`src/rtl/core/ic_pkg.sv`:
```
// ----------------------------------------------------------------------------
// ic_pkg
// Shared types and constants of the inversion counter.
// ----------------------------------------------------------------------------
package ic_pkg;

  localparam int MAX_ITEMS_DEFAULT = 1024;
  localparam int VALUE_W           = 32;
  localparam int COUNT_W           = 19;

  localparam logic [COUNT_W-1:0] TOTAL_MAX = {COUNT_W{1'b1}};

  typedef struct packed {
    logic valid;
    logic drop;
    logic last;
  } tok_ctrl_t;

endpackage

```
`src/rtl/core/ic_out_if.sv`:
```
// ----------------------------------------------------------------------------
// ic_out_if
// Result channel: one inversion total per sequence.
// ----------------------------------------------------------------------------
interface ic_out_if;
  import ic_pkg::*;

  logic               valid;
  logic               ready;
  logic [COUNT_W-1:0] inversion_count;
  logic               overflow;

  modport source (output valid, output inversion_count, output overflow, input ready);
  modport sink   (input valid, input inversion_count, input overflow, output ready);

endinterface

```
`src/rtl/core/ic_tail.sv`:
```
// ----------------------------------------------------------------------------
// ic_tail
// End of the chain: accumulates per-item counts into a saturating total and
// holds the result register of the output channel.
// ----------------------------------------------------------------------------
module ic_tail #(
  parameter int MAX_ITEMS = ic_pkg::MAX_ITEMS_DEFAULT
) (
  input  logic                         clk,
  input  logic                         rst,
  input  ic_pkg::tok_ctrl_t            ctrl_in,
  input  logic [$clog2(MAX_ITEMS)-1:0] cnt_in,
  output logic                         adv,
  ic_out_if.source                     results
);
  import ic_pkg::*;

  localparam int IW    = $clog2(MAX_ITEMS);
  localparam int SUM_W = ((IW > COUNT_W) ? IW : COUNT_W) + 1;

  logic [COUNT_W-1:0] total;
  logic               ovf_seen;
  logic               res_valid;
  logic [COUNT_W-1:0] res_count;
  logic               res_ovf;

  logic [SUM_W-1:0]   sum;
  logic [COUNT_W-1:0] total_next;
  logic               ovf_next;

  assign adv = !res_valid || results.ready;

  always_comb begin
    sum = SUM_W'(total) + SUM_W'(cnt_in);
    if (ctrl_in.drop) begin
      total_next = total;
    end else if (sum > SUM_W'(TOTAL_MAX)) begin
      total_next = TOTAL_MAX;
    end else begin
      total_next = sum[COUNT_W-1:0];
    end
    ovf_next = ovf_seen || ctrl_in.drop;
  end

  always_ff @(posedge clk) begin
    if (rst) begin
      total     <= '0;
      ovf_seen  <= 1'b0;
      res_valid <= 1'b0;
    end else begin
      if (res_valid && results.ready) begin
        res_valid <= 1'b0;
      end
      if (adv && ctrl_in.valid) begin
        if (ctrl_in.last) begin
          total     <= '0;
          ovf_seen  <= 1'b0;
          res_valid <= 1'b1;
        end else begin
          total    <= total_next;
          ovf_seen <= ovf_next;
        end
      end
    end
  end

  always_ff @(posedge clk) begin
    if (adv && ctrl_in.valid && ctrl_in.last) begin
      res_count <= total_next;
      res_ovf   <= ovf_next;
    end
  end

  assign results.valid           = res_valid;
  assign results.inversion_count = res_count;
  assign results.overflow        = res_ovf;

endmodule

```
`src/flat_wrapper.sv`:
```
// flat-port wrapper written by rule: the top's interface ports become plain ports
module ic_tail_flat import ic_pkg::*;
#(
  parameter int MAX_ITEMS = ic_pkg::MAX_ITEMS_DEFAULT
)
  (clk, rst, ctrl_in, cnt_in, adv, results_valid, results_inversion_count, results_overflow, results_ready);
  ic_out_if results_i ();
  input  logic clk;
  input  logic rst;
  input  ic_pkg::tok_ctrl_t ctrl_in;
  input  logic [$clog2(MAX_ITEMS)-1:0] cnt_in;
  output logic adv;
  output wire logic [$bits(results_i.valid)-1:0] results_valid;
  output wire logic [$bits(results_i.inversion_count)-1:0] results_inversion_count;
  output wire logic [$bits(results_i.overflow)-1:0] results_overflow;
  input wire logic [$bits(results_i.ready)-1:0] results_ready;
  assign results_valid = results_i.valid;
  assign results_inversion_count = results_i.inversion_count;
  assign results_overflow = results_i.overflow;
  assign results_i.ready = results_ready;
  ic_tail #(.MAX_ITEMS(MAX_ITEMS)) u_core (.clk(clk), .rst(rst), .ctrl_in(ctrl_in), .cnt_in(cnt_in), .adv(adv), .results(results_i));
endmodule
```
`config.mk`:
```
export PLATFORM = sky130hd
export DESIGN_NAME = ic_tail_flat
export DESIGN_NICKNAME = d
export VERILOG_FILES = /design/src/rtl/core/ic_pkg.sv /design/src/rtl/core/ic_out_if.sv /design/src/rtl/core/ic_tail.sv /design/src/flat_wrapper.sv
export SDC_FILE = /design/constraint.sdc
export NUM_CORES = 1
export LEC_CHECK = 0
export CORE_MARGIN = 3
export CORE_UTILIZATION = 45
export CTS_CLUSTER_DIAMETER = 40
export CTS_CLUSTER_SIZE = 30
export DETAILED_ROUTE_END_ITERATION = 6
export DONT_BUFFER_PORTS = 1
export GPL_TIMING_DRIVEN = 0
export SKIP_CTS_REPAIR_TIMING = 1
export SYNTH_ARGS = -nofsm -noshare
export SYNTH_HDL_FRONTEND = slang
export SYNTH_SLANG_ARGS = --single-unit
```
`constraint.sdc`:
```
create_clock -name clk -period 2.9 [get_ports clk]
set_clock_uncertainty 0.15 [all_clocks]
set_input_delay 0.145 -clock clk [delete_from_list [all_inputs] [get_ports clk]]
set_output_delay 0.145 -clock clk [all_outputs]
set_load 0.05 [all_outputs]
```
* After elaboration in Yosys (flattened, before gate mapping)
Index checks and enable logic that the tools add are counted.
** Storage, ports and cells
- Output and inout port bits :: 22
- Register bits :: 41
** Cells by class
- Reduce and logical (&&, ||, !) cells :: 6
- Muxes and demuxes :: 7
- $add $sub $neg :: 1
- Order comparisons :: 1
** Operators with widths (count)
- $mux 19 :: 3
- $add 19x10->20 :: 1
- $gt 20x19->1 const B :: 1
- $mux 1 :: 4
- $logic_and 1x1->1 :: 3
- $logic_or 1x1->1 :: 2
- $logic_not 1->1 :: 1

* Longest topological paths before layout
- Depth in word-level cells :: 5
- Depth in mapped cells :: 9
- Gate-level depth less buffers :: 9

* Worst setup path before layout
OpenSTA, ideal clock, no wires.
- Kind :: register -> register
- Start point :: reg u_core.total[4]
- End point :: reg u_core.res_count[7] (netlist: u_core.results.inversion_count[7]) (data pin)
- Arrival :: 2.118 ns
- Slack :: 0.372 ns
- Stages on the path, launching flop included :: 8
- Library setup time :: 0.260 ns
- Period minus slack after synthesis :: 2.528 ns
- Cell sequence :: dfxtp_1 > ha_1 > a21o_1 > a31oi_2 > a21o_4 > a211oi_4 > or4_1 > mux2_2
** Between the ends
- Cells in the longest elaborated chain, start to end :: 4
** Ends and longest elaborated chain
- start, declared :: RTL line ic_tail.sv:21 : logic [COUNT_W-1:0] total;
- start signal, assigned :: RTL line ic_tail.sv:60 : total <= total_next;
- $add 19x10->20 * :: RTL line ic_tail.sv:34 : sum = SUM_W'(total) + SUM_W'(cnt_in);
- $gt 20x19->1 :: RTL line ic_tail.sv:37 : end else if (sum > SUM_W'(TOTAL_MAX)) begin
- $mux 19 * :: RTL line ic_tail.sv:37
- $mux 19 * :: RTL line ic_tail.sv:35 : if (ctrl_in.drop) begin
- named net u_core.total_next[7] :: RTL line ic_tail.sv:28 : logic [COUNT_W-1:0] total_next;
- end signal, assigned :: RTL line ic_tail.sv:69 : res_count <= total_next;
- end, declared :: RTL line ic_tail.sv:24 : logic [COUNT_W-1:0] res_count;
The timed path passes the listed nets; every way through them passes the cells marked *.
A chain may end at the register's enable or synchronous reset.

* Worst setup path after layout
Ends and elaborated chain as after synthesis.

==> key figures <==
STA
  • Period utilisation layout: 0.956
  • Unrepaired setup endpoints after global routing: false
  • Final-report setup violation count: 0
  • Worst-Margin Slew: 0.808 ns
  • Setup Total Neg Slack: 0 ns
  • Worst slew margin: 0.461
  • Final hold violation count: 1
  • Final Max Slew Viols: 0
  • Post-layout min period: 2.77 ns
  • Highest clock frequency the design can meet: 361 MHz
  • Final hold slack: -0.0189 ns
  • PnR worst setup slack: 0.128 ns

Critical path
  • Category of the most critical setup path: reg2reg
  • Worst Path Buf+Inv: 0
  • Crit-path max FO: 7
  • Family of cells with the greatest summed delay on the critical path: compound AO/OA/AOI/OAI gates
  • Worst EP required: 2.80 ns
  • Startpoint of the most critical register-to-register path: u_core.total[4]$_SDFFE_PP0P_
  • Arrival time of data at the critical path endpoint: 2.68 ns
  • Delay of the slowest critical-path stage: 0.58 ns
  • Slowest CP cell: sky130_fd_sc_hd__or4_1
  • Worst reg2reg endpoint: u_core.results.inversion_count[7]$_DFFE_PP_
  • Worst R2R Setup Slack: 0.13 ns
  • Cell chain of the critical path: ha_1 -> a21o_1 -> a31oi_2 -> a21o_4 -> a211oi_4 -> or4_1 -> mux2_2
  • Endpoint kind of the worst setup timing path: register
  • Setup crit start kind: register
  • FF-to-FF path depth: 7

Detailed routing
  • Number of detailed-route iterations in the first pass: 4
  • DRC violations left: 0
  • Post-DRT Antenna Nets: 0
  • Total number of vias: 1929
  • Detail-routed net length per standard cell: 16.0 um
  • Wire length after detailed routing: 5.33 mm
  • Iteration-0 DRC count of the detailed router: 117
  • Average vias per placed instance: 5.79

Die
  • I/O Pins: 38
  • Die extent in x: 78.7 um
  • Initial Util: 0.484
  • Overall die area: 6190 sq um
  • Area of the placeable core: 4910 sq um
  • Site Rows: 25
  • Die Height: 78.7 um

Placed design
  • Post-placement worst setup slack: 0.0102 ns
  • Number of port buffers: 0
  • Hpwl dp: 3.89 mm
  • Number of cells in the design after placement: 321
  • Placer Congestion: 0.816
  • Placed cell area: 2460 sq um

Cells and area
  • Cell area after layout: 2630 sq um
  • Share of cells above drive strength 1: 0.0940
  • Number of standard cells in the final layout excluding fillers: 333
  • Layout-stage area growth over the synthesis result: 10.6%
  • Post-layout nets: 292
  • Number of inserted filler cells in the final layout: 465
  • Diodes inserted: 0

Synthesis
  • Unique cell type count in the Yosys netlist: 55
  • Top cell type's share of synthesized area: 0.253
  • Cells taking the most area after synthesis: sky130_fd_sc_hd__edfxtp_1, sky130_fd_sc_hd__dfxtp_1, sky130_fd_sc_hd__ha_1
  • Number of nets produced by synthesis: 281
  • Summed instance area of the synthesized netlist: 2380 sq um
  • Most numerous cell types in the synthesized netlist: sky130_fd_sc_hd__nand2_1, sky130_fd_sc_hd__a21oi_1, sky130_fd_sc_hd__dfxtp_1
  • Number of flops mapped to enable cells by yosys: 20
  • Top-count cell post-synth: sky130_fd_sc_hd__nand2_1
  • Post-synthesis sequential element count: 41
  • Cell type contributing the most total cell area after synthesis: sky130_fd_sc_hd__edfxtp_1
  • Per-instance average area after synthesis: 9.36 sq um
  • Most used flip-flop cell after synthesis: sky130_fd_sc_hd__dfxtp_1
  • Register area share after synthesis: 0.429
  • Syn Inst Count: 254
  • Synth async-reset ratio: 0
  • YS warnings: 0

Outcome
  • Result of the run: finished with violations
  • Violated checks: negative hold slack

GRT
  • Via count of the first global-routing pass: 1720
  • Largest net degree at the start of global routing: 22
  • Number of antenna violations at the first check in global routing: 0
  • Global-route total usage across every layer: 0.179
  • Total global routing overflow: 0
  • Wire length of the first global-routing pass: 8.49 mm

Job
  • Max cap viols: 0

CTS
  • Clock buffer depth: 2
  • Clock-pin slew on the worst setup and hold paths: 0.08 ns
  • CTS sink cnt: 41
  • TritonCTS clock tree: done
  • CTS Buf Count: 5
  • Clock tree root buffer cell: sky130_fd_sc_hd__clkbuf_8
  • CTS H-Tree Depth: 2
  • Worst skew pair latency: 0.30 ns

Power
  • Power per standard cell area: 490 nW/um^2
  • LEAKAGE: 0.975 nW
  • Maximum resistive drop on vdd: 0.429 mV

Hold path
  • Min-Delay Startpoint: cnt_in[0]
  • Worst hold path cell count: 3
  • Worst Hold End: u_core.total[0]$_SDFFE_PP0P_
  • Worst min-delay path class: in2reg
## cells by family after synthesis
logic type / synth area share
simple gates: 0.173
compound gates: 0.239
flops: 0.429
buf+inv: 0.0458
fa+ha+maj: 0.0611
xor+xnor: 0.0332
mux: 0.0184
## tightest hold or removal path, delay by kind of cell
family	cells	cell delay (ns)
adders and majority gates	1	0.12
AOI/OAI and AO/OA	1	0.08
and+or+nand+nor	1	0.05
## report_power, final
| part | internal (W) | switching (W) |
|---|---|---|
| Sequential | 0.000631 | 0.0000591 |
| Combinational | 0.0000533 | 0.0000917 |
| Clock | 0.000253 | 0.000201 |
## placed cells by master (no fill, tap or decap), drive strengths merged, types with 2 or more instances in the layout
master	instances
a31oi	5
mux2	3
nand2	32
a311o	2
a32o	2
nor2b	4
inv	17
nor3	11
dfxtp	21
o21a	4
a21o	3
nand4	3
ha	10
nor2	10
a211oi	8
a211o	2
o21ai	13
a311oi	4
a22o	2
and4	3
and3	3
a21oi	27
clkbuf	9
nand3	5
nand2b	4
dlygate4sd3	4
edfxtp	20
xor2	2
buf	5
xnor2	7
## area by class of cell
| class | count | area (sq um) | share of cell area |
|---|---|---|---|
| buffer | 9 | 45.0 | 0.0171 |
| tap | 67 | 83.8 | 0.0319 |
| clock buffer | 5 | 68.8 | 0.0262 |
| inverter | 17 | 63.8 | 0.0243 |
| clock inverter | 3 | 41.3 | 0.0157 |
| timing repair buffer | 4 | 40.0 | 0.0152 |
| multi-input combinational | 187 | 1270 | 0.481 |
| sequential | 41 | 1020 | 0.388 |
## per-layer routing
layer / wire (um) / track usage
met5: 0 / 0
met4: 58 / 0.0524
met2: 2320 / 0.256
met3: 349 / 0.0596
met1: 2610 / 0.255
## sequential cells by signal (all words and copies together) (netlist names)
name	flops
u_core.total	19
u_core.ovf_seen	1
u_core.results.inversion_count	19
u_core.results.valid	1
u_core.results.overflow	1
## worst max-delay path by stage
| stage | start | end | slack (ns) | cells after the start |
|---|---|---|---|---|
| 5_1_grt | u_core.total[0]$_SDFFE_PP0P_ | u_core.total[18]$_SDFFE_PP0P_ | 0.002 | 9 |
| 2_1_floorplan | u_core.total[4]$_SDFFE_PP0P_ | u_core.results.inversion_count[7]$_DFFE_PP_ | 0.37 | 7 |
| 4_1_cts | u_core.results.valid$_SDFF_PP0_ | u_core.total[4]$_SDFFE_PP0P_ | -0.01 | 5 |
| 3_5_place_dp | u_core.results.valid$_SDFF_PP0_ | u_core.total[0]$_SDFFE_PP0P_ | 0.01 | 5 |
| 3_3_place_gp | u_core.results.valid$_SDFF_PP0_ | u_core.total[0]$_SDFFE_PP0P_ | -0.03 | 5 |
| 6_report | u_core.total[4]$_SDFFE_PP0P_ | u_core.results.inversion_count[7]$_DFFE_PP_ | 0.13 | 7 |
## metrics by stage
stage                      util  total power (W)
after floorplan               -         0.000808
after global placement    0.501         0.000839
after detailed placement  0.501         0.000840
after CTS                 0.524          0.00129
after global routing      0.536          0.00135
final                     0.536          0.00129
Power figures use the tool's default switching activity.
