## config.mk

```make
export PLATFORM = sky130hd
export DESIGN_NAME = ic_cell
export DESIGN_NICKNAME = d
export VERILOG_FILES = /design/src/rtl/core/ic_pkg.sv /design/src/rtl/core/ic_cell.sv
export SDC_FILE = /design/constraint.sdc
export NUM_CORES = 1
export LEC_CHECK = 0
export BUFFER_PORTS_ARGS = -buffer_cell sky130_fd_sc_hd__buf_4
export CELL_PAD_IN_SITES_DETAIL_PLACEMENT = 1
export CELL_PAD_IN_SITES_GLOBAL_PLACEMENT = 2
export CORE_ASPECT_RATIO = 0.7
export CORE_UTILIZATION = 25
export CTS_CLUSTER_DIAMETER = 80
export CTS_CLUSTER_SIZE = 8
export DETAILED_ROUTE_END_ITERATION = 8
export PLACE_DENSITY_LB_ADDON = 0.1
export SKIP_LAST_GASP = 1
export SLEW_MARGIN = 20
export SYNTH_ARGS = -nofsm -noshare
export SYNTH_HDL_FRONTEND = slang
export SYNTH_SLANG_ARGS = --single-unit
```

## constraint.sdc

```tcl
create_clock -name clk -period 6 [get_ports clk]
set_input_delay 1.2 -clock clk [delete_from_list [all_inputs] [get_ports clk]]
set_output_delay 1.2 -clock clk [all_outputs]
set_load 0.005 [all_outputs]
```

## src/rtl/core/ic_pkg.sv

```systemverilog
// ----------------------------------------------------------------------------
// ic_pkg
// Shared types and constants of the inversion counter.
// ----------------------------------------------------------------------------
package ic_pkg;

  localparam int MAX_ITEMS_DEFAULT = 1024;
  localparam int VALUE_W           = 32;
  localparam int COUNT_W           = 19;

  localparam logic [COUNT_W-1:0] TOTAL_MAX = {COUNT_W{1'b1}};

  typedef struct packed {
    logic valid;
    logic drop;
    logic last;
  } tok_ctrl_t;

endpackage

```

## src/rtl/core/ic_cell.sv

```systemverilog
// ----------------------------------------------------------------------------
// ic_cell
// One slot of the chain: holds one stored value, counts a passing key
// against it and forwards the token to the next slot.
// ----------------------------------------------------------------------------
module ic_cell #(
  parameter int MAX_ITEMS = ic_pkg::MAX_ITEMS_DEFAULT,
  parameter int POS       = 0
) (
  input  logic                              clk,
  input  logic                              rst,
  input  logic                              adv,
  input  ic_pkg::tok_ctrl_t                 ctrl_in,
  input  logic [$clog2(MAX_ITEMS)-1:0]      idx_in,
  input  logic signed [ic_pkg::VALUE_W-1:0] key_in,
  input  logic [$clog2(MAX_ITEMS)-1:0]      cnt_in,
  output ic_pkg::tok_ctrl_t                 ctrl_out,
  output logic [$clog2(MAX_ITEMS)-1:0]      idx_out,
  output logic signed [ic_pkg::VALUE_W-1:0] key_out,
  output logic [$clog2(MAX_ITEMS)-1:0]      cnt_out
);
  import ic_pkg::*;

  localparam int IW = $clog2(MAX_ITEMS);
  localparam logic [IW-1:0] MY_POS = IW'(POS);

  logic signed [VALUE_W-1:0] value;
  logic                      live;
  logic                      hit;
  logic                      store;

  assign live  = ctrl_in.valid && !ctrl_in.drop;
  assign hit   = live && (MY_POS < idx_in) && (value > key_in);
  assign store = live && (idx_in == MY_POS);

  always_ff @(posedge clk) begin
    if (rst) begin
      ctrl_out <= '0;
    end else if (adv) begin
      ctrl_out <= ctrl_in;
    end
  end

  always_ff @(posedge clk) begin
    if (adv) begin
      idx_out <= idx_in;
      key_out <= key_in;
      cnt_out <= cnt_in + IW'(hit);
    end
    if (adv && store) begin
      value <= key_in;
    end
  end

endmodule

```

# Yosys cells after proc, flatten, opt, wreduce, memory -nomap -nowiden
# Index checks and enable logic that the tools add are counted.
totals:
  regBits: 87
  latchBits: 0
  ram_bits: 0
  mem_bits_ro: 0
  in_bits: 58
  out_inout_bits: 55
  elab_cells: 17
  memories: 0
classes:
  n_addsub: 1
  n_mul: 0
  n_div: 0
  order_cmp: 2
  n_eq_ne: 0
  shifts: 0
  mux: 0
  bitwise_logic: 0
  n_reduce_logical: 7
ops:
  columns: ["cell", "n"]
  rows:
  - ["32-bit greater-than comparator", 1]
  - ["10-bit by 1-bit adder with 10-bit output", 1]
  - ["10-bit logical NOT", 1]
  - ["1-bit by 10-bit < comparator with 1-bit output, first input constant", 1]
  - ["1-bit logical AND", 5]
  - ["1-bit logical NOT", 1]

# Logic depth before layout (Yosys ltp)
# Gate-level depths: netlist (run 1).
depth:
  ltp_word: 5
  mapped_depth: 13
  ltp_nobuf: 13

# Worst setup path after synthesis (run 1)
# No wires, ideal clock.
synth_timing:
  kind: "input-to-reg"
  from: "input port idx_in[3]"
  to: "register value[0] (enable)"
  setup_time_ns: 0.502
  arrival_time_ns: 4.917
  required_ns: 5.498
  path_slack_ns: 0.581
  stages: 2
  path_buffers: 0
  path_cell_list: "or4_1 -> nor4_1"
synth_between:
  elab_chain_len: 3
synth_rtl:
  columns: ["element", "line", "source"]
  rows:
  - ["start: declaration", "ic_cell.sv:14", "input logic [$clog2(MAX_ITEMS)-1:0] idx_in,"]
  - ["10-bit logical NOT", "ic_cell.sv:34", "assign store = live && (idx_in == MY_POS);"]
  - ["1-bit logical AND", "ic_cell.sv:34", null]
  - ["1-bit logical AND", "ic_cell.sv:50", "if (adv && store) begin"]
  - ["end signal: assignment", "ic_cell.sv:51", "value <= key_in;"]
  - ["end: declaration", "ic_cell.sv:27", "logic signed [VALUE_W-1:0] value;"]
# No other way between the ends.
# A chain may end at the register's enable or synchronous reset.

# Worst setup path in the final report (run 1)
layout_timing:
  from: "input port key_in[31] (netlist name)"
  to: "register cnt_out[9] (data pin)"
layout_between:
  elab_chain_len: 3
layout_rtl:
  columns: ["element", "line", "source"]
  rows:
  - ["start: declaration", "ic_cell.sv:15", "input logic signed [ic_pkg::VALUE_W-1:0] key_in,"]
  - ["32-bit greater-than comparator", "ic_cell.sv:33", "assign hit = live && (MY_POS < idx_in) && (value > key_in);"]
  - ["1-bit logical AND", "ic_cell.sv:33", null]
  - ["10-bit by 1-bit adder with 10-bit output", "ic_cell.sv:48", "cnt_out <= cnt_in + IW'(hit);"]
  - ["end signal: assignment", "ic_cell.sv:48", null]
  - ["end: declaration", "ic_cell.sv:20", "output logic [$clog2(MAX_ITEMS)-1:0] cnt_out"]
# No other way between the ends.

==> results of run 1 <==
## cell type report
class / instances / share of cell area (%)
clock inverters: 5 / 0.526
flip-flops and latches: 87 / 51.7
multi-input cells: 116 / 18.8
repair buffers: 113 / 17.0
clock buffers: 10 / 4.59
well taps: 190 / 4.76
inverters: 34 / 2.56
## path summary, 6_finish.rpt
check,start,end,slack [ns],cells after the start
max,key_in[31],cnt_out[9],2.33,13
min,ctrl_out[1],ctrl_out[1],0.51,2
max reg2reg,value[31],cnt_out[9],2.94,11
min reg2reg,ctrl_out[1],ctrl_out[1],0.51,2
## through the flow
step                      hold WS [ns]  setup slack [ns]  cells  utilization, %  power (mW)
after CTS                        0.514              2.39    555            35.5        1.36
after global routing             0.527              2.20    555            35.5        1.39
after floorplan                  0.485             0.581    237               -       0.752
after detailed placement         0.499              2.02    540            33.7       0.852
after global placement           0.483              2.09    540            33.7       0.851
final                            0.505              2.33    555            35.5        1.33
## power by group through the flow
| stage | clock, mW | sequential, mW | combinational, mW |
|---|---|---|---|
| detailed placement | 0 | 0.720 | 0.132 |
| finish | 0.492 | 0.707 | 0.128 |
| floorplan | 0 | 0.723 | 0.0287 |
| global placement | 0 | 0.720 | 0.131 |
| global route | 0.535 | 0.709 | 0.143 |
| CTS | 0.520 | 0.707 | 0.132 |
## kinds of logic after synthesis
kind of cell,synth area share (%)
xor gates and xnor gates,1.92
muxes,0.824
buffers and inverters,3.50
and+or+nand+nor,6.11
AOI/OAI and AO/OA,5.12
adders and majority gates,11.7
DFF,70.9
## layout by cell type (no fill, tap or decap), drive strengths merged, types with 3 or more instances in the layout
cell type / n
o21a: 3
nand3: 7
a21oi: 14
inv: 34
nand2: 10
clkinv: 4
buf: 113
nor2: 8
mux2i: 3
nor4: 3
ha: 34
clkbuf: 10
nand4: 7
xnor2: 6
edfxtp: 84
dfxtp: 3
## flip-flops by register name (all words and copies together) (netlist names)
register  count
ctrl_out      3
idx_out      10
key_out      32
cnt_out      10
value        32
## worst register-to-register path: cells and delay by family (launching register included)
kind                     cells  cell delay, ns
AND/OR/NAND/NOR              7            1.58
AO/OA/AOI/OAI                1            0.18
XOR/XNOR                     1            0.13
adder cells (fa/ha/maj)      2            0.57
flip-flops                   1            0.36
## per-layer routing
metal / vias to the layer above / global-route usage, % / wire [um] / share of wire [%]
met2: 52 / 15.5 / 3500 / 45
li1: 1129 / - / - / -
met1: 1074 / 14.5 / 3820 / 49
met4: 0 / 3.61 / 91 / 1.2
met3: 9 / 3.94 / 370 / 4.8
met5: - / 0 / 0 / 0
==> run metrics, run 1 <==
Peak VDD IR=0.117 mV; Setup-failing EPs final=0; initial DRC count=51; Routed Antenna Nets=0; hold buffer count at CTS=0; Unique masters post-synth=30; vias in the first global route=2,262; max_cap viols=0; Vias per Instance=4.08; Buf/Inv on CP=2; Top Ports=113; Pwr per Cell Area=266 nW/um2; RSZ-0062 raised after global routing=false; FF/Latch Area=2580 um2; hpwl dp=5730 um; via count=2,264; Crit path largest cell delay=0.73 ns; Fill cells=1,508; clock sink count=87; min-delay worst type=reg -> reg; flops & latches, synth=87; ys flop type=edfxtp_1; YS warnings=0; pin count of the biggest net entering global routing=57; post-synth top area share=69.2%; Psw=0.281 mW; GR Overflow Total=0; leakage power total=2.09 nW; crit share post-route=61.2%; most numerous cell in the Yosys netlist=edfxtp_1; status=finished clean; root buffer cell=clkbuf_16; Placed Area=4740 um2; crit path capture type=flip-flop; Max stage delay cell, worst path=nor4_1; sequential share of power=53.3%; Synth Cell Area=3640 um2; fmax=272 MHz; Top delay family on crit path=simple AND/OR/NAND/NOR gates; crit-path cells=buf_4, inv_1, ha_1, nand4_1, nor4_1, o31ai_2, nand3_1, and3b_1, ha_1, nand2_1, nor2_1, nand3_1, xnor2_1; Syn Nets=329; post-route cell area=4990 um2; multi-input combinational cell area=941 um2; Clk pin slew, worst setup/hold paths=0.06 ns; layout cells sized above 1=35.9%; drt wl/cell=14.0 um; GRT Total Usage=10.6%; ys async rst share=0%; cells after synthesis=237; top cells by count, synth=edfxtp_1, ha_1, inv_1, a21oi_1, nand2_1; Layout Skew=0.00462 ns; Worst Path Max Fanout=4; WP data arrival=3.76 ns; clock buffer depth=2; number of inserted diodes=0; clock latency on the worst-skew pair=0.33 ns; number of hold violations in the final report=0; routability congestion estimate=0.719; core area=14,100 um2; 1st-pass router iterations=4; CP required=6.08 ns; Initial Util=25.9%; DRT Wirelength=7780 um; postcts setup bufs=0; die width=146 um; fin. max-slew vios=0; critical path class=in -> reg; CTS tree=built; first-pass GRT wire length=11,900 um; Die Height=103 um; top post-synthesis cells by area=edfxtp_1, ha_1, inv_1; antenna violations before repair=0; fin nets=453; die area=15,100 um2; Worst Tran Pin Value=0.793 ns; Port-buffer cells=112; H-tree depth=3; Slew headroom=46.7%; Row Count=36; Clock Power Share=37.1%; Synth Area per Inst=15.4 um2; min Tclk post-route=3.67 ns; drc violations=0; post-synth top area cell=edfxtp_1; power share of the combinational group=9.6%; post-route setup TNS=0 ns; startpoint types=primary input; sequential area share after synthesis=70.9%; synth-to-layout area growth=37.0%; switching share of total power=21.2%; post-cts resize count=0; Int Power=1.05 mW; Post-synth EDFFs=84; CTS buffer count=9
Power figures use the tool's default switching activity.
==> inputs of run 2 (changes only) <==
==> constraint.sdc (replaced) <==
create_clock -name clk -period 3.7 [get_ports clk]
set_input_delay 0.74 -clock clk [delete_from_list [all_inputs] [get_ports clk]]
set_output_delay 0.74 -clock clk [all_outputs]
set_load 0.005 [all_outputs]
==> run 2 against run 1 <==
- hold slack lost 0.0088 ns
- combinational power grew 63%
- final area grew 0.98%
- via count grew 0.80%
- first-iteration DRC count grew 25%
- critical path type unchanged
==> run metrics, run 2 (synthesis gave the netlist of run 1 again) <==
Crit path largest cell delay=0.34 ns (-0.39 ns); crit path capture type=flip-flop; Layout Skew=0.0109 ns (+0.00624 ns); most common cell after layout, fill and taps aside=buf_4; most frequent cells in the layout=buf_4, edfxtp_1, inv_1, ha_1, a21oi_1; pin count of the biggest net entering global routing=56 (-1.8%); 1st-pass router iterations=4 (unchanged); Worst Tran Pin Value=0.775 ns (-0.0179 ns); GR Overflow Total=0 (unchanged); status=finished clean; routability congestion estimate=0.719 (about the same); crit-path cells=buf_4, inv_1, ha_1, a21oi_1, o21ai_0, a221o_1, o31ai_2, a21oi_1, and3b_1, ha_1, ha_1, nand4_1, xnor2_1; Routed Antenna Nets=0 (unchanged); DRT Wirelength=8080 um (+3.9%); H-tree depth=3 (unchanged); antenna violations before repair=0 (unchanged); Worst Path Max Fanout=4 (unchanged); fmax=331 MHz; Row Count=36 (unchanged); crit share post-route=81.6%; RSZ-0062 raised after global routing=false; clock latency on the worst-skew pair=0.33 ns (about the same); min Tclk post-route=3.02 ns; Peak VDD IR=0.228 mV (+95%); post-cts resize count=0 (unchanged); Pwr per Cell Area=443 nW/um2 (+67%); final hold slack=0.496 ns (-0.00877 ns); vias in the first global route=2,280 (+0.80%); Initial Util=25.9% (unchanged); GRT Total Usage=11.1% (+0.42 points); core area=14,100 um2 (unchanged); hold buffer count at CTS=0 (unchanged); clock buffer depth=2 (unchanged); Buf/Inv on CP=2 (unchanged); layout cells sized above 1=36.2% (+0.35 points); initial DRC count=64 (+25%); drc violations=0 (unchanged); min-delay worst type=reg -> reg; leakage power total=2.12 nW (+1.4%); Clk pin slew, worst setup/hold paths=0.06 ns (about the same); post-route setup TNS=0 ns (unchanged); Vias per Instance=4.10 (+0.43%); synth-to-layout area growth=38.3%; Top delay family on crit path=compound AO/OA/AOI/OAI gates; Largest regs=key_out x32, value x32; met2 usage=17.1% (+1.6 points); WP data arrival=3.10 ns (-0.66 ns); number of hold violations in the final report=0 (unchanged); GRT Max-Usage Layer=met2; number of inserted diodes=0 (unchanged); drt wl/cell=14.5 um (+3.6%); met3 Usage GRT=3.81% (-0.13 points); postcts setup bufs=0 (unchanged); CTS tree=built; Die Height=103 um (unchanged); Setup-failing EPs final=0 (unchanged); startpoint types=primary input; Max stage delay cell, worst path=a221o_1; die area=15,100 um2 (unchanged); via count=2,282 (+0.80%); hpwl dp=5870 um (+2.5%); Top Ports=113 (unchanged); CTS buffer count=9 (unchanged); Slew headroom=48.3% (+1.7 points); max_cap viols=0 (unchanged); die width=146 um (unchanged); most used cell, CP=ha_1; root buffer cell=clkbuf_16; critical path class=in -> reg; CP required=3.79 ns (-2.29 ns); first-pass GRT wire length=12,500 um (+4.6%); fin. max-slew vios=0 (unchanged); Port-buffer cells=112 (unchanged); fin nets=455 (+0.44%); clock sink count=87 (unchanged); met1 usage=14.8% (+0.23 points)
==> run 2: cell types whose count changed in the layout (fill, tap and decap cells not counted), sizes merged <==
| cell | previous run | this run |
|---|---|---|
| buf | 113 | 115 |
| clkinv | 4 | 2 |
| clkbuf | 10 | 11 |
| bufinv | 0 | 1 |
==> run 2: power breakdown <==
part / total (mW) / leakage, nW / internal (mW) / switching (mW)
logic: 0.209 / 1.17 / 0.118 / 0.0908
clock network: 0.876 / 0.135 / 0.518 / 0.359
registers: 1.15 / 0.821 / 1.13 / 0.0135
==> run 2: tightest hold or removal path: stages, from the launching register on <==
cell	delay, ns
dfxtp_1	0.32
mux2i_1	0.06
nor2_1	0.07
==> run 2: metal layers <==
layer / up-vias / part of all wire, %
li1: 1131 / -
met1: 1096 / 47
met2: 49 / 47
met5: - / 0
met4: 0 / 0.78
met3: 6 / 4.5
==> run 2: final timing paths <==
kind                            slack [ns]        start          end  depth (start not counted)
worst min-delay path                  0.50  ctrl_out[0]  ctrl_out[0]                          2
worst min register to register        0.50  ctrl_out[0]  ctrl_out[0]                          2
worst max-delay path                  0.68    key_in[7]   cnt_out[8]                         13
worst max register to register        0.81    value[14]   cnt_out[8]                         11
==> run 2: layout make-up <==
cell class | count | area [um2]
fill | 1512 | 9010
sequential | 87 | 2580
multi-input combinational | 116 | 950
timing repair buffer | 115 | 863
tap | 190 | 238
clock buffer | 11 | 233
inverter | 34 | 128
clock inverter | 4 | 47.5
==> run 2: through the flow <==
| stage | std cells | setup slack, ns | utilization (%) | total power, mW | cell area, um2 |
|---|---|---|---|---|---|
| after floorplan | 237 | 0.0699 | - | 1.22 | 3650 |
| final | 557 | 0.682 | 35.9 | 2.23 | 5040 |
| after CTS | 557 | 0.667 | 35.9 | 2.28 | 5040 |
| after global routing | 557 | 0.436 | 35.9 | 2.33 | 5040 |
| after global placement | 542 | 0.300 | 33.9 | 1.38 | 4760 |
| after detailed placement | 542 | 0.333 | 33.9 | 1.38 | 4760 |
==> inputs of run 3 (changes only) <==
==> constraint.sdc (replaced) <==
create_clock -name clk -period 3 [get_ports clk]
set_input_delay 0.6 -clock clk [delete_from_list [all_inputs] [get_ports clk]]
set_output_delay 0.6 -clock clk [all_outputs]
set_load 0.005 [all_outputs]
==> run 3 against run 2 <==
- clock-buffer cell count unchanged
- non-clock buffer count up 19
- highest routed layer unchanged
- hold slack worse by 0.052 ns
- critical path depth down 2
- sequential share of layout area down 2.1 points
- die area unchanged
- cell count up 3.6%
- final area up 4.2%
- register-to-register slack worse by 0.59 ns
==> run metrics, run 3 (synthesis gave the netlist of run 1 again) <==
status=finished clean; first-pass GRT wire length=12,700 um (+1.8%); max_cap viols=0 (unchanged); Total Power=2.89 mW (+29%); synth-to-layout area growth=44.1%; root buffer cell=clkbuf_16; flop2flop setup slack=0.22 ns (-0.59 ns); drt wl/cell=14.4 um (-0.84%); fin nets=474 (+4.2%); Hold Path Sink=ctrl_out[1]; Vias per Instance=4.13 (+0.72%); min-delay worst type=in -> reg; clock latency on the worst-skew pair=0.33 ns (about the same); r2r startpoint=value[5]; FF-to-FF path depth=11 (unchanged); number of hold violations in the final report=0 (unchanged); CTS buffer count=9 (unchanged); via count=2,381 (+4.3%); core area=14,100 um2 (unchanged); CP required=3.09 ns (-0.70 ns); Worst Path Max Fanout=4 (unchanged); leakage power total=2.23 nW (+5.0%); hpwl dp=6190 um (+5.5%); Top delay family on crit path=compound AO/OA/AOI/OAI gates; vias in the first global route=2,502 (+9.7%); hold buffer count at CTS=0 (unchanged); Critical R2R Capture=cnt_out[8]; Row Count=36 (unchanged); CTS tree=built; Final Non-Filler Cells=577 (+3.6%); min Tclk post-route=2.78 ns; Clk pin slew, worst setup/hold paths=0.06 ns (about the same); routability congestion estimate=0.688 (-4.4%); Post-Place Cells=560 (+3.3%); most frequent cells in the layout=buf_4, edfxtp_1, inv_1, ha_1, a21oi_1; Crit path largest cell delay=0.39 ns (+0.05 ns); crit-path cells=ha_1, a21oi_1, o21ai_0, a221o_1, o31ai_4, a21oi_1, and3b_1, ha_2, ha_2, nand4_1, xnor2_1; most common cell after layout, fill and taps aside=buf_4; Layout Skew=0.00793 ns (-0.00293 ns); Port-buffer cells=112 (unchanged); Largest regs=key_out x32, value x32; Setup-failing EPs final=0 (unchanged); initial DRC count=54 (-16%); Pwr per Cell Area=550 nW/um2 (+24%); Die Height=103 um (unchanged); Slew headroom=69.6% (+21 points); antenna violations before repair=0 (unchanged); Peak VDD IR=0.238 mV (+4.3%); Worst Tran Pin Value=0.456 ns (-0.319 ns); layout cells sized above 1=40.6% (+4.3 points); die width=146 um (unchanged); WP data arrival=2.86 ns (-0.24 ns); Fill cells=1,511 (-0.066%); die area=15,100 um2 (unchanged); fin. max-slew vios=0 (unchanged); GRT Total Usage=11.4% (+0.30 points); H-tree depth=3 (unchanged); Initial Util=25.9% (unchanged); drc violations=0 (unchanged); DRT Wirelength=8300 um (+2.7%); clock sink count=87 (unchanged); startpoint types=flip-flop; GR Overflow Total=0 (unchanged); 1st-pass router iterations=4 (unchanged); launch point of the worst hold path=rst; crit share post-route=92.6%; cell count of the worst hold path=2 (unchanged); fmax=360 MHz; crit path capture type=flip-flop; number of inserted diodes=0 (unchanged); pin count of the biggest net entering global routing=33 (-41%); Top Ports=113 (unchanged); Buf/Inv on CP=0 (-2); clock buffer depth=2 (unchanged); critical path class=reg -> reg; Max stage delay cell, worst path=a221o_1; Routed Antenna Nets=0 (unchanged)
run 3: worst max-delay path by stage:
| stage | from | end | depth (start not counted) |
|---|---|---|---|
| 2_1_floorplan | key_in[14] | cnt_out[8] | 12 |
| 3_3_place_gp | key_in[23] | cnt_out[8] | 14 |
| 3_5_place_dp | key_in[5] | cnt_out[8] | 13 |
| 4_1_cts | value[23] | cnt_out[8] | 12 |
| 5_1_grt | value[14] | cnt_out[9] | 12 |
| 6_report | value[5] | cnt_out[8] | 11 |
run 3: metrics by stage:
step	hold WS [ns]	area, um2	setup TNS [ns]	worst slack [ns]	utilization, %
floorplan	0.485	3660	0	0.134	-
global placement	0.482	4910	-1.48	-0.265	34.9
CTS	0.428	5220	0	0.0686	37.2
detailed placement	0.490	4910	-1.26	-0.236	34.9
finish	0.445	5250	0	0.222	37.4
global route	0.427	5250	-0.0189	-0.0111	37.4
run 3: worst reg2reg max path: stages (launching register included):
cell and delay, ns:
edfxtp_1 0.37, ha_1 0.33, a21oi_1 0.15, o21ai_0 0.11
a221o_1 0.39, o31ai_4 0.21, a21oi_1 0.09, and3b_1 0.22
ha_2 0.19, ha_2 0.22, nand4_1 0.12, xnor2_1 0.14
run 3: timing repair:
| action | in CTS | in global routing |
|---|---|---|
| resized for setup | 0 | 5 |
| endpoints found under the setup margin | 0 | 6 |
| buffers inserted | 0 | 1 |
run 3: final cells by class:
cell class,instances,area (um2),share of cell area [%]
multi-input combinational,116,971,18.5
inverter,34,128,2.43
clock inverter,5,81.3,1.55
tap,190,238,4.53
timing repair buffer,134,1020,19.4
sequential,87,2580,49.2
clock buffer,11,233,4.43
run 3: routing by layer:
layer  vias up  global-route usage, %  routed length, um
li1       1166                      -                  -
met1      1157                   14.9               3890
met2        50                   17.8               3950
met3         8                   3.85                380
met4         0                   3.61                 83
met5         -                      0                  0
run 3: power breakdown:
part           switching, mW  total, mW  internal, mW
Combinational          0.117      0.276         0.159
Clock                  0.466       1.20         0.732
Sequential            0.0161       1.41          1.40
